`config.mk`:
```
export PLATFORM = sky130hd
export DESIGN_NAME = command_stream_validator_flat
export DESIGN_NICKNAME = d
export VERILOG_FILES = /design/src/rtl/csv_pkg.sv /design/src/rtl/csv_in_if.sv /design/src/rtl/csv_out_if.sv /design/src/rtl/csv_walk.sv /design/src/rtl/csv_result.sv /design/src/rtl/command_stream_validator.sv /design/src/flat_wrapper.sv
export VERILOG_INCLUDE_DIRS = /design/src /design/src/rtl
export SDC_FILE = /design/constraint.sdc
export NUM_CORES = 1
export LEC_CHECK = 0
export BUFFER_PORTS_ARGS = -buffer_cell sky130_fd_sc_hd__buf_4
export CORE_ASPECT_RATIO = 1.25
export CORE_MARGIN = 4
export CORE_UTILIZATION = 38
export DETAILED_ROUTE_END_ITERATION = 16
export SLEW_MARGIN = 20
export SYNTH_ARGS = -nofsm -noshare
export SYNTH_HDL_FRONTEND = slang
export SYNTH_SLANG_ARGS = --single-unit
export TNS_END_PERCENT = 20
```
`constraint.sdc`:
```
create_clock -name clk -period 21.1 [get_ports clk]
set_clock_uncertainty 0.2 [all_clocks]
set_input_delay 6.33 -clock clk [delete_from_list [all_inputs] [get_ports clk]]
set_output_delay 6.33 -clock clk [all_outputs]
set_load 0.01 [all_outputs]
```
`src/rtl/command_stream_validator_defines.svh`:
```
// ----------------------------------------------------------------------------
// Command stream validator assertion macros
// Concurrent checks for the validator; they compile to nothing in synthesis.
// ----------------------------------------------------------------------------
`ifndef COMMAND_STREAM_VALIDATOR_DEFINES_SVH
`define COMMAND_STREAM_VALIDATOR_DEFINES_SVH

`ifndef SYNTHESIS

// Same-cycle implication
`define CSV_ASSERT_SAME(label, clk, rst_n, ante, cons) \
	label: assert property (@(posedge clk) disable iff (!rst_n) (ante) |-> (cons)) \
		else $error("command stream validator check failed");

// Next-cycle implication
`define CSV_ASSERT_NEXT(label, clk, rst_n, ante, cons) \
	label: assert property (@(posedge clk) disable iff (!rst_n) (ante) |=> (cons)) \
		else $error("command stream validator check failed");

`else

`define CSV_ASSERT_SAME(label, clk, rst_n, ante, cons)
`define CSV_ASSERT_NEXT(label, clk, rst_n, ante, cons)

`endif

`endif

```
`src/rtl/csv_pkg.sv`:
```
// ----------------------------------------------------------------------------
// Command stream validator package
// Shared constants, register and status codes, and the opcode shape table.
// ----------------------------------------------------------------------------
`default_nettype none

package csv_pkg;

	localparam int unsigned WORD_BITS       = 32;
	localparam int unsigned BV_BITS         = 3;
	localparam int unsigned CFG_INDEX_BITS  = 3;
	localparam int unsigned HEADER_BYTES    = 16;
	localparam int unsigned WORD_BYTES      = 4;

	// Header word offsets
	localparam int unsigned OFF_IDENT       = 0;
	localparam int unsigned OFF_GEOMETRY    = 4;
	localparam int unsigned OFF_COUNT       = 8;
	localparam int unsigned OFF_LENGTH      = 12;

	localparam logic [7:0] MAGIC_BYTE0      = 8'd0;
	localparam logic [7:0] MAGIC_BYTE1      = 8'd1;
	localparam logic [BV_BITS-1:0] FULL_WORD = 3'd4;

	typedef enum logic [CFG_INDEX_BITS-1:0] {
		REG_CHIP_GEN          = 3'd0,
		REG_TILE_ROWS         = 3'd1,
		REG_TILE_COLUMNS      = 3'd2,
		REG_MEMORY_TILE_ROWS  = 3'd3,
		REG_FORMAT_VERSION    = 3'd4
	} csv_reg_t;

	typedef enum logic [1:0] {
		STATUS_OK          = 2'd0,
		STATUS_INVALID     = 2'd1,
		STATUS_UNSUPPORTED = 2'd2
	} csv_status_t;

	// Expected header geometry bytes
	typedef struct packed {
		logic [7:0] chip_gen;
		logic [7:0] tile_rows;
		logic [7:0] tile_columns;
		logic [7:0] memory_tile_rows;
	} csv_geometry_t;

	// Per-opcode minimum size and size word slot (word index, zero for none)
	typedef struct packed {
		logic [5:0] minimum;
		logic [2:0] slot;
		logic       legal;
	} csv_shape_t;

	// End-of-transaction verdict from the walker to the result stage
	typedef struct packed {
		logic valid;
		logic invalid;
	} csv_verdict_t;

	function automatic csv_shape_t opcode_shape(input logic [7:0] opc);
		csv_shape_t s;
		s.minimum = 6'd0;
		s.slot    = 3'd0;
		s.legal   = 1'b1;
		case (opc)
			8'd0: begin
				s.minimum = 6'd24;
				s.slot    = 3'd5;
			end
			8'd1: begin
				s.minimum = 6'd16;
				s.slot    = 3'd3;
			end
			8'd2: s.minimum = 6'd16;
			8'd3: begin
				s.minimum = 6'd28;
				s.slot    = 3'd6;
			end
			8'd4, 8'd7: begin
				s.minimum = 6'd32;
				s.slot    = 3'd6;
			end
			8'd5, 8'd6, 8'd13: s.minimum = 6'd4;
			8'd8, 8'd10: s.minimum = 6'd16;
			8'd9, 8'd11: s.minimum = 6'd8;
			8'd12: s.minimum = 6'd12;
			default: begin
				// Extended opcodes carry a size word right after the opcode word
				if (opc[7]) begin
					s.minimum = 6'd8;
					s.slot    = 3'd1;
				end else begin
					s.legal   = 1'b0;
				end
			end
		endcase
		return s;
	endfunction

endpackage

`default_nettype wire

```
`src/rtl/csv_in_if.sv`:
```
// ----------------------------------------------------------------------------
// Command word channel
// Valid/ready channel carrying one transaction word per transfer.
// ----------------------------------------------------------------------------
`default_nettype none

interface csv_in_if import csv_pkg::*; ();
	logic                 valid;
	logic                 ready;
	logic [WORD_BITS-1:0] word;
	logic                 last;
	logic [BV_BITS-1:0]   bytes_valid;

	modport source (output valid, word, last, bytes_valid, input ready);
	modport sink   (input valid, word, last, bytes_valid, output ready);
endinterface

`default_nettype wire

```
`src/rtl/csv_out_if.sv`:
```
// ----------------------------------------------------------------------------
// Status channel
// Valid/ready channel carrying one transaction status per transfer.
// ----------------------------------------------------------------------------
`default_nettype none

interface csv_out_if ();
	logic       valid;
	logic       ready;
	logic [1:0] status;

	modport source (output valid, status, input ready);
	modport sink   (input valid, status, output ready);
endinterface

`default_nettype wire

```
`src/rtl/csv_walk.sv`:
```
// ----------------------------------------------------------------------------
// Command stream walker
// Checks header words and walks operations, one word per step; raises the
// end-of-transaction verdict on the last word and clears for the next one.
// ----------------------------------------------------------------------------
`default_nettype none

module csv_walk import csv_pkg::*; #(
	parameter int unsigned LENGTH_BITS = 32
) (
	input  wire logic                 clk,
	input  wire logic                 arst_n,
	input  wire logic                 step,
	input  wire logic [WORD_BITS-1:0] word,
	input  wire logic                 last,
	input  wire logic [BV_BITS-1:0]   bytes_valid,
	input  wire csv_geometry_t        geometry,
	output csv_verdict_t              verdict
);

	localparam int unsigned LB  = LENGTH_BITS;
	localparam int unsigned LB1 = LENGTH_BITS + 1;
	localparam logic [LB:0] LEN_MAX = {1'b0, {LB{1'b1}}};

	logic [LB-1:0]        offset_q, declared_q, op_start_q, op_end_q;
	logic [WORD_BITS-1:0] ops_left_q;
	logic [5:0]           op_min_q;
	logic [2:0]           slot_q;
	logic                 in_op_q, sticky_q;

	logic [LB-1:0]        offset_d, declared_d, op_start_d, op_end_d;
	logic [WORD_BITS-1:0] ops_left_d;
	logic [5:0]           op_min_d;
	logic [2:0]           slot_d;
	logic                 in_op_d, sticky_d;

	logic [LB:0]          actual;
	logic                 overflow, partial, walk_en, walk_err;
	logic [7:0]           b0, b1, b2, b3;
	logic [LB-1:0]        rel, room, avail, size_end, start_end, end_sel;
	csv_shape_t           shape;
	logic                 slot_hit, size_bad, start_bad, len_bad;

	assign b0 = word[7:0];
	assign b1 = word[15:8];
	assign b2 = word[23:16];
	assign b3 = word[31:24];

	// Running offset and the shared compares of this word
	assign actual    = {1'b0, offset_q} + LB1'(WORD_BYTES);
	assign overflow  = actual[LB];
	assign partial   = (bytes_valid != FULL_WORD);
	assign walk_en   = !overflow && !sticky_q && !partial;
	assign rel       = offset_q - op_start_q;
	assign room      = declared_q - op_start_q;
	assign avail     = declared_q - offset_q;
	assign shape     = opcode_shape(b0);
	assign slot_hit  = (slot_q != 3'd0) && (rel == LB'({slot_q, 2'b00}));
	assign size_bad  = (word < WORD_BITS'(op_min_q)) || (word[1:0] != 2'b00) ||
		(word > WORD_BITS'(room));
	assign size_end  = op_start_q + word[LB-1:0];
	assign start_end = offset_q + LB'(shape.minimum);
	assign end_sel   = slot_hit ? size_end : op_end_q;
	assign start_bad = (declared_q < offset_q) || (avail < LB'(WORD_BYTES)) ||
		!shape.legal || (LB'(shape.minimum) > avail);
	assign len_bad   = ({1'b0, word} > 33'(LEN_MAX)) ||
		(word < WORD_BITS'(HEADER_BYTES)) ||
		(ops_left_q > ((word - WORD_BITS'(HEADER_BYTES)) >> 2));

	// Next state for one word
	always_comb begin
		offset_d   = overflow ? offset_q : actual[LB-1:0];
		declared_d = declared_q;
		op_start_d = op_start_q;
		op_end_d   = op_end_q;
		ops_left_d = ops_left_q;
		op_min_d   = op_min_q;
		slot_d     = slot_q;
		in_op_d    = in_op_q;
		walk_err   = 1'b0;
		if (walk_en) begin
			if (offset_q == LB'(OFF_IDENT)) begin
				if (b0 != MAGIC_BYTE0 || b1 != MAGIC_BYTE1 ||
						b2 != geometry.chip_gen || b3 != geometry.tile_rows)
					walk_err = 1'b1;
			end else if (offset_q == LB'(OFF_GEOMETRY)) begin
				if (b0 != geometry.tile_columns || b1 != geometry.memory_tile_rows ||
						b2 != 8'd0 || b3 != 8'd0)
					walk_err = 1'b1;
			end else if (offset_q == LB'(OFF_COUNT)) begin
				ops_left_d = word;
			end else if (offset_q == LB'(OFF_LENGTH)) begin
				declared_d = word[LB-1:0];
				op_end_d   = LB'(HEADER_BYTES);
				walk_err   = len_bad;
			end else if (in_op_q) begin
				// Inside an operation: pick up its size word, close it at its end
				if (slot_hit && size_bad) begin
					walk_err = 1'b1;
				end else begin
					op_end_d = end_sel;
					if (actual == {1'b0, end_sel})
						in_op_d = 1'b0;
				end
			end else if (ops_left_q != '0 && offset_q == op_end_q) begin
				// Opcode word of the next operation
				if (start_bad) begin
					walk_err = 1'b1;
				end else begin
					ops_left_d = ops_left_q - WORD_BITS'(1);
					op_start_d = offset_q;
					op_min_d   = shape.minimum;
					slot_d     = shape.slot;
					op_end_d   = start_end;
					in_op_d    = (shape.minimum != 6'(WORD_BYTES));
				end
			end
		end
		sticky_d = sticky_q | partial | overflow | walk_err;
	end

	// End-of-transaction checks on the last word
	assign verdict.valid   = step && last;
	assign verdict.invalid = sticky_d || (actual < LB1'(HEADER_BYTES)) ||
		({1'b0, declared_d} != actual) || (ops_left_d != '0) || in_op_d ||
		({1'b0, op_end_d} != actual);

	// Advance on each word, clear after the last one
	always_ff @(posedge clk or negedge arst_n) begin
		if (!arst_n) begin
			offset_q   <= '0;
			declared_q <= '0;
			op_start_q <= '0;
			op_end_q   <= '0;
			ops_left_q <= '0;
			op_min_q   <= '0;
			slot_q     <= '0;
			in_op_q    <= 1'b0;
			sticky_q   <= 1'b0;
		end else if (step) begin
			if (last) begin
				offset_q   <= '0;
				declared_q <= '0;
				op_start_q <= '0;
				op_end_q   <= '0;
				ops_left_q <= '0;
				op_min_q   <= '0;
				slot_q     <= '0;
				in_op_q    <= 1'b0;
				sticky_q   <= 1'b0;
			end else begin
				offset_q   <= offset_d;
				declared_q <= declared_d;
				op_start_q <= op_start_d;
				op_end_q   <= op_end_d;
				ops_left_q <= ops_left_d;
				op_min_q   <= op_min_d;
				slot_q     <= slot_d;
				in_op_q    <= in_op_d;
				sticky_q   <= sticky_d;
			end
		end
	end

endmodule

`default_nettype wire

```
`src/rtl/csv_result.sv`:
```
// ----------------------------------------------------------------------------
// Status result stage
// Encodes the verdict into a status and holds it until the sink takes it.
// ----------------------------------------------------------------------------
`default_nettype none

module csv_result import csv_pkg::*; (
	input  wire logic          clk,
	input  wire logic          arst_n,
	input  wire csv_verdict_t  verdict,
	input  wire logic          version_ok,
	output logic               free,
	csv_out_if.source          rsp
);

	logic        valid_q;
	csv_status_t status_q;
	csv_status_t status_d;

	// Unsupported version wins over every other error
	always_comb begin
		if (!version_ok)
			status_d = STATUS_UNSUPPORTED;
		else if (verdict.invalid)
			status_d = STATUS_INVALID;
		else
			status_d = STATUS_OK;
	end

	assign free = !valid_q || rsp.ready;

	// Hold the status while stalled
	always_ff @(posedge clk or negedge arst_n) begin
		if (!arst_n) begin
			valid_q <= 1'b0;
		end else if (free) begin
			valid_q <= verdict.valid;
		end
	end

	always_ff @(posedge clk) begin
		if (free && verdict.valid) begin
			status_q <= status_d;
		end
	end

	assign rsp.valid  = valid_q;
	assign rsp.status = status_q;

endmodule

`default_nettype wire

```
`src/rtl/command_stream_validator.sv`:
```
// Path: a last word that transfers on cmd goes to the input register; its status then moves
//   to the result register, which drives rsp, when that is free; a stalled status delays it.
// Throughput: one command word per cycle; only a stalled status with a last word
//   waiting behind it holds cmd.ready low.
// Reset: arst_n clears the configuration registers, the walk state and both
//   valid flags at once.
`default_nettype none

`include "command_stream_validator_defines.svh"

module command_stream_validator import csv_pkg::*; #(
	parameter logic [31:0] SUPPORTED_VERSION = 32'd1,
	parameter int unsigned LENGTH_BITS       = 32
) (
	input  wire logic                      clk,
	input  wire logic                      arst_n,
	input  wire logic                      cfg_we,
	input  wire logic [CFG_INDEX_BITS-1:0] cfg_index,
	input  wire logic [WORD_BITS-1:0]      cfg_wdata,
	csv_in_if.sink                         cmd,
	csv_out_if.source                      rsp
);

	csv_geometry_t        geometry_q;
	logic [WORD_BITS-1:0] format_version_q;
	logic                 version_ok;

	logic                 v_s1_q;
	logic [WORD_BITS-1:0] word_s1;
	logic                 last_s1;
	logic [BV_BITS-1:0]   bv_s1;
	logic                 s1_adv, out_free;
	csv_verdict_t         verdict;

	// Configuration writes
	always_ff @(posedge clk or negedge arst_n) begin
		if (!arst_n) begin
			geometry_q       <= '0;
			format_version_q <= '0;
		end else if (cfg_we) begin
			case (cfg_index)
				REG_CHIP_GEN:          geometry_q.chip_gen          <= cfg_wdata[7:0];
				REG_TILE_ROWS:         geometry_q.tile_rows         <= cfg_wdata[7:0];
				REG_TILE_COLUMNS:      geometry_q.tile_columns      <= cfg_wdata[7:0];
				REG_MEMORY_TILE_ROWS:  geometry_q.memory_tile_rows  <= cfg_wdata[7:0];
				REG_FORMAT_VERSION:    format_version_q             <= cfg_wdata;
				default: ;
			endcase
		end
	end

	assign version_ok = (format_version_q == SUPPORTED_VERSION);

	// Input register: advance unless a last word waits on a full result stage
	assign s1_adv    = v_s1_q && (!last_s1 || out_free);
	assign cmd.ready = !v_s1_q || s1_adv;

	always_ff @(posedge clk or negedge arst_n) begin
		if (!arst_n) begin
			v_s1_q <= 1'b0;
		end else if (cmd.ready) begin
			v_s1_q <= cmd.valid;
		end
	end

	always_ff @(posedge clk) begin
		if (cmd.valid && cmd.ready) begin
			word_s1 <= cmd.word;
			last_s1 <= cmd.last;
			bv_s1   <= cmd.bytes_valid;
		end
	end

	csv_walk #(
		.LENGTH_BITS(LENGTH_BITS)
	) u_walk (
		.clk         (clk),
		.arst_n      (arst_n),
		.step        (s1_adv),
		.word        (word_s1),
		.last        (last_s1),
		.bytes_valid (bv_s1),
		.geometry    (geometry_q),
		.verdict     (verdict)
	);

	csv_result u_result (
		.clk        (clk),
		.arst_n     (arst_n),
		.verdict    (verdict),
		.version_ok (version_ok),
		.free       (out_free),
		.rsp        (rsp)
	);

	// A verdict always lands in the result register
	`CSV_ASSERT_NEXT(a_verdict_to_status, clk, arst_n, verdict.valid, rsp.valid)
	// No verdict while the held status is stalled
	`CSV_ASSERT_SAME(a_no_overwrite, clk, arst_n, rsp.valid && !rsp.ready, !verdict.valid)
	// Back-pressure only from a last word stuck behind a stalled status
	`CSV_ASSERT_SAME(a_stall_cause, clk, arst_n, !cmd.ready,
		v_s1_q && last_s1 && rsp.valid && !rsp.ready)

endmodule

`default_nettype wire

```
`src/flat_wrapper.sv`:
```
// flat-port wrapper written by rule: the top's interface ports become plain ports
module command_stream_validator_flat import csv_pkg::*;
#(
	parameter logic [31:0] SUPPORTED_VERSION = 32'd1,
	parameter int unsigned LENGTH_BITS       = 32
)
  (clk, arst_n, cfg_we, cfg_index, cfg_wdata, cmd_valid, cmd_word, cmd_last, cmd_bytes_valid, cmd_ready, rsp_valid, rsp_status, rsp_ready);
  csv_in_if cmd_i ();
  csv_out_if rsp_i ();
  input  wire logic clk;
  input  wire logic arst_n;
  input  wire logic cfg_we;
  input  wire logic [CFG_INDEX_BITS-1:0] cfg_index;
  input  wire logic [WORD_BITS-1:0] cfg_wdata;
  input wire logic [$bits(cmd_i.valid)-1:0] cmd_valid;
  input wire logic [$bits(cmd_i.word)-1:0] cmd_word;
  input wire logic [$bits(cmd_i.last)-1:0] cmd_last;
  input wire logic [$bits(cmd_i.bytes_valid)-1:0] cmd_bytes_valid;
  output wire logic [$bits(cmd_i.ready)-1:0] cmd_ready;
  output wire logic [$bits(rsp_i.valid)-1:0] rsp_valid;
  output wire logic [$bits(rsp_i.status)-1:0] rsp_status;
  input wire logic [$bits(rsp_i.ready)-1:0] rsp_ready;
  assign cmd_i.valid = cmd_valid;
  assign cmd_i.word = cmd_word;
  assign cmd_i.last = cmd_last;
  assign cmd_i.bytes_valid = cmd_bytes_valid;
  assign cmd_ready = cmd_i.ready;
  assign rsp_valid = rsp_i.valid;
  assign rsp_status = rsp_i.status;
  assign rsp_i.ready = rsp_ready;
  command_stream_validator #(.SUPPORTED_VERSION(SUPPORTED_VERSION), .LENGTH_BITS(LENGTH_BITS)) u_core (.clk(clk), .arst_n(arst_n), .cfg_we(cfg_we), .cfg_index(cfg_index), .cfg_wdata(cfg_wdata), .cmd(cmd_i), .rsp(rsp_i));
endmodule
```
==> results.md <==
* Worst path required time at 14.57 ns
* CP top delay family: simple AND/OR/NAND/NOR gates
* Skew-Pair Late Insertion Delay at 0.58 ns
* Clock buffer depth at 3
* R2r startpoint: u_core.u_walk.op_start_q[1]$_DFFE_PN0P_
* Top_reg_cell synth: dfrtp_1
* Slowest CP cell: nor2b_1
* H-tree depth at 2
* Arr. time, crit path at between 7 and 8 ns
* DIE AREA at 76,500 sq um
* Worst min path class: reg2reg
* Outcome: complete, no violations
* Mapped Cells at 3,380
* Max VDD drop at approximately 0.000068 V
* Gr busiest metal: met2
* Worst path buffer plus inverter count at 2
* Reg2reg end: u_core.u_result.rsp.status[0]$_SDFFCE_PP0P_
* Final hold violation count at 0
* Max-slew violations at 0
* Post_cts resized at 0
* Unrepaired setup endpoints after global routing: no
* Post-route ant nets at 0
* Critical Path, Cell by Cell: buf_4, nor2b_1, nand3_1, buf_4
* CTS buffer count at 35
* Number of register bits inferred by synthesis at 270
* Core area at 71,100 sq um
* Die H at 308 um
* Mean post-synth cell area at 8.11 sq um
* Post-DR wirelength/cell at 29.1 um
* CP Class: in2out
* Worst setup EP type: primary output
* Worst-path clk slew at about 0.06 ns
* Max Clk Rate at 73.5 MHz
* DR vias at ~28,000
* I/O Pins at 80
* Final core occ at 42.6%
* Pwr Density at 76.4 nW/um^2
* FFs w/ async S/R, synth at between 80% and 90%
* Area Overhead vs Synth at 10.4%
* CP startpoint kind: input port
* Met3 usage at 5.01%
* Worst-Margin Slew at 1.15 ns
* I/O Buffers at 79
* Hold path startpoint: u_core.u_walk.slot_q[0]$_DFFE_PN0P_
* Number of global-route vias before repair at roughly 27,000
* Leakage at 12.4 nW
* Share of layout cells above drive strength 1 at between 10% and 20%
* First-pass GRT wire length at 182,000 um
* GRT Overall Usage at 32.0%
* Initial core utilization at about two fifths
* Max_cap viols at 0
* Routed WL at 126,000 um
* CTS tree: built
* Remaining design rule violation count at 0
* Initial antenna violation count at 6
* M1 GR Usage at 37.7%
* Die width at between 200 and 250 um
* HPWL Detailed at 97,600 um
* Postcts setup bufs at 0
* Gr ovfl total at 0
* CTS root buffer: clkbuf_16
* Sequential fraction of the synthesis area at 25.4%
* Clock sinks at between 200 and 300
* Vias per cell at 6.52
* R2R depth at 35
* Final nets at between 3,000 and 4,000
* Largest net degree at the start of global routing at 67
* Cell depth of the worst setup path at 4
* Post-synth cell types at about 100
* Crit share post-route at 64.5%
* R2R setup slack at 10.28 ns
* CTS Hold Bufs at 0
* Post-layout min period at 13.61 ns
* DRT iter0 DRCs at 3,211
* Setup TNS at 0 ns
* Synth warnings at 0
* Worst Hold End: u_core.u_walk.slot_q[0]$_DFFE_PN0P_
* GRT met2 Usage at a little over half
* Worst-path fanout max at 4
* Slew headroom at 22.6%
* Cell mode on critical path: buf_4
* Slowest stage delay, CP at 0.27 ns
* Final setup fails at 0
* Post-synth EDFFs at 38
* GPL Wtd Cong at 1.03
* Hold path cells at 2
* Row count at between 100 and 150
* Cell area after synthesis at 27,400 sq um
* Drt first pass iters at 6
* Pwr Total at around 2.3 mW
* Synth Net Count at 3,664
final cells by class:
| class | instances | area (sq um) |
|---|---|---|
| fillers | 7238 | 40800 |
| multi-input cells | 2752 | 19100 |
| flip-flops and latches | 270 | 6950 |
| repair buffers | 166 | 1270 |
| well taps | 943 | 1180 |
| clock buffers | 47 | 993 |
| inverters | 150 | 563 |
| clock inverters | 16 | 161 |
| diodes | 2 | 5.00 |
flip-flops by register name (all words and copies together), names as in the netlist, 2 cells and up:
register / flops
u_core.u_walk.op_end_q: 32
u_core.bv_s1: 3
u_core.geometry_q: 32
u_core.u_walk.offset_q: 30
u_core.u_walk.slot_q: 3
u_core.u_result.rsp.status: 2
u_core.u_walk.ops_left_q: 32
u_core.u_walk.op_min_q: 4
u_core.format_version_q: 32
u_core.word_s1: 32
u_core.u_walk.op_start_q: 31
u_core.u_walk.declared_q: 32
Yosys cell counts, drive strengths merged, types with 21 or more instances:
library cell / instances / share of area, %
a2111oi: 24 / 0.81
a211oi: 41 / 1.2
a21boi: 21 / 0.58
a21o: 46 / 1.3
a21oi: 199 / 3.7
a22o: 59 / 1.9
a22oi: 37 / 1.0
a31oi: 38 / 0.89
and2: 31 / 0.72
and3: 30 / 0.68
buf: 30 / 0.73
clkbuf: 176 / 2.4
dfrtp: 232 / 21
edfxtp: 38 / 4.2
ha: 204 / 9.3
inv: 149 / 2.0
mux2: 71 / 2.9
mux2i: 72 / 2.6
nand2: 319 / 4.4
nand2b: 27 / 0.62
nand3: 93 / 1.7
nand4: 103 / 2.4
nor2: 211 / 2.9
nor2b: 23 / 0.53
nor3: 101 / 1.8
nor4: 72 / 1.7
o211ai: 31 / 0.89
o21a: 34 / 0.93
o21ai: 230 / 4.2
o22ai: 22 / 0.50
o31ai: 24 / 0.66
or3: 38 / 0.87
xnor2: 209 / 6.7
xor2: 76 / 2.4
worst min-delay path: cells and delay by family, from the launching register on:
kind | cells | cell delay [ns]
and+or+nand+nor | 2 | 0.11
DFF | 1 | 0.35
how the worst max path moves through the flow:
stage | slack [ns] | to | startpoint
final | 7.49 | cmd_ready | rsp_ready
after global routing | 7.44 | cmd_ready | rsp_ready
after CTS | 7.50 | cmd_ready | rsp_ready
after detailed placement | 7.50 | cmd_ready | rsp_ready
after global placement | 7.52 | cmd_ready | rsp_ready
after floorplan | 7.89 | cmd_ready | rsp_ready
per-layer routing:
layer / up-vias / share of wire [%]
li1: 12600 / -
met1: 13800 / 38
met2: 1455 / 46
met3: 486 / 6.9
met4: 2 / 9.2
met5: - / 0.011
report_power, final:
group	internal (mW)	total [mW]	leakage (nW)	switching (mW)
Sequential	0.577	0.637	3.46	0.0606
Combinational	0.398	1.05	8.39	0.649
Clock	0.349	0.626	0.556	0.277
Total	1.32	2.31	12.4	0.987
kinds of logic after synthesis:
kind of cell / after synthesis / synth area share (%)
AOI/OAI and AO/OA: 983 / 24.4
buffers and inverters: 358 / 5.27
xor gates and xnor gates: 285 / 9.11
adders and majority gates: 208 / 9.61
other: 1 / 0.0137
DFF: 270 / 25.4
muxes: 143 / 5.55
and+or+nand+nor: 1132 / 20.7
cell usage in the layout (no fill, tap or decap), types with 23 or more instances in the layout:
cell type,count
o31ai_1,24
mux2i_1,72
a22oi_1,37
dfrtp_1,232
nor2_1,209
mux2_2,71
o211ai_1,29
nand3_1,92
and2_1,28
clkbuf_16,37
a21o_1,46
xor2_1,76
and3_1,30
nand2b_1,27
or3_1,38
a22o_1,59
a21oi_1,193
edfxtp_1,38
nor2b_1,23
xnor2_1,206
a211oi_1,39
buf_4,164
a31oi_1,37
ha_1,204
o21a_1,34
nand4_1,103
nor3_1,98
o21ai_0,224
nand2_1,316
inv_1,148
nor4_1,70
metrics by stage:
stage | hold slack, ns | std cells | area, sq um | worst slack [ns]
final | 0.292 | 4346 | 30200 | 7.49
after global routing | 0.317 | 4344 | 30200 | 7.44
after CTS | 0.294 | 4343 | 30200 | 7.50
after detailed placement | 0.281 | 4280 | 29000 | 7.50
after global placement | 0.267 | 4280 | 29000 | 7.52
after floorplan | 0.251 | 3380 | 27400 | 7.89
No activity file was read; power rests on OpenSTA's default activity.
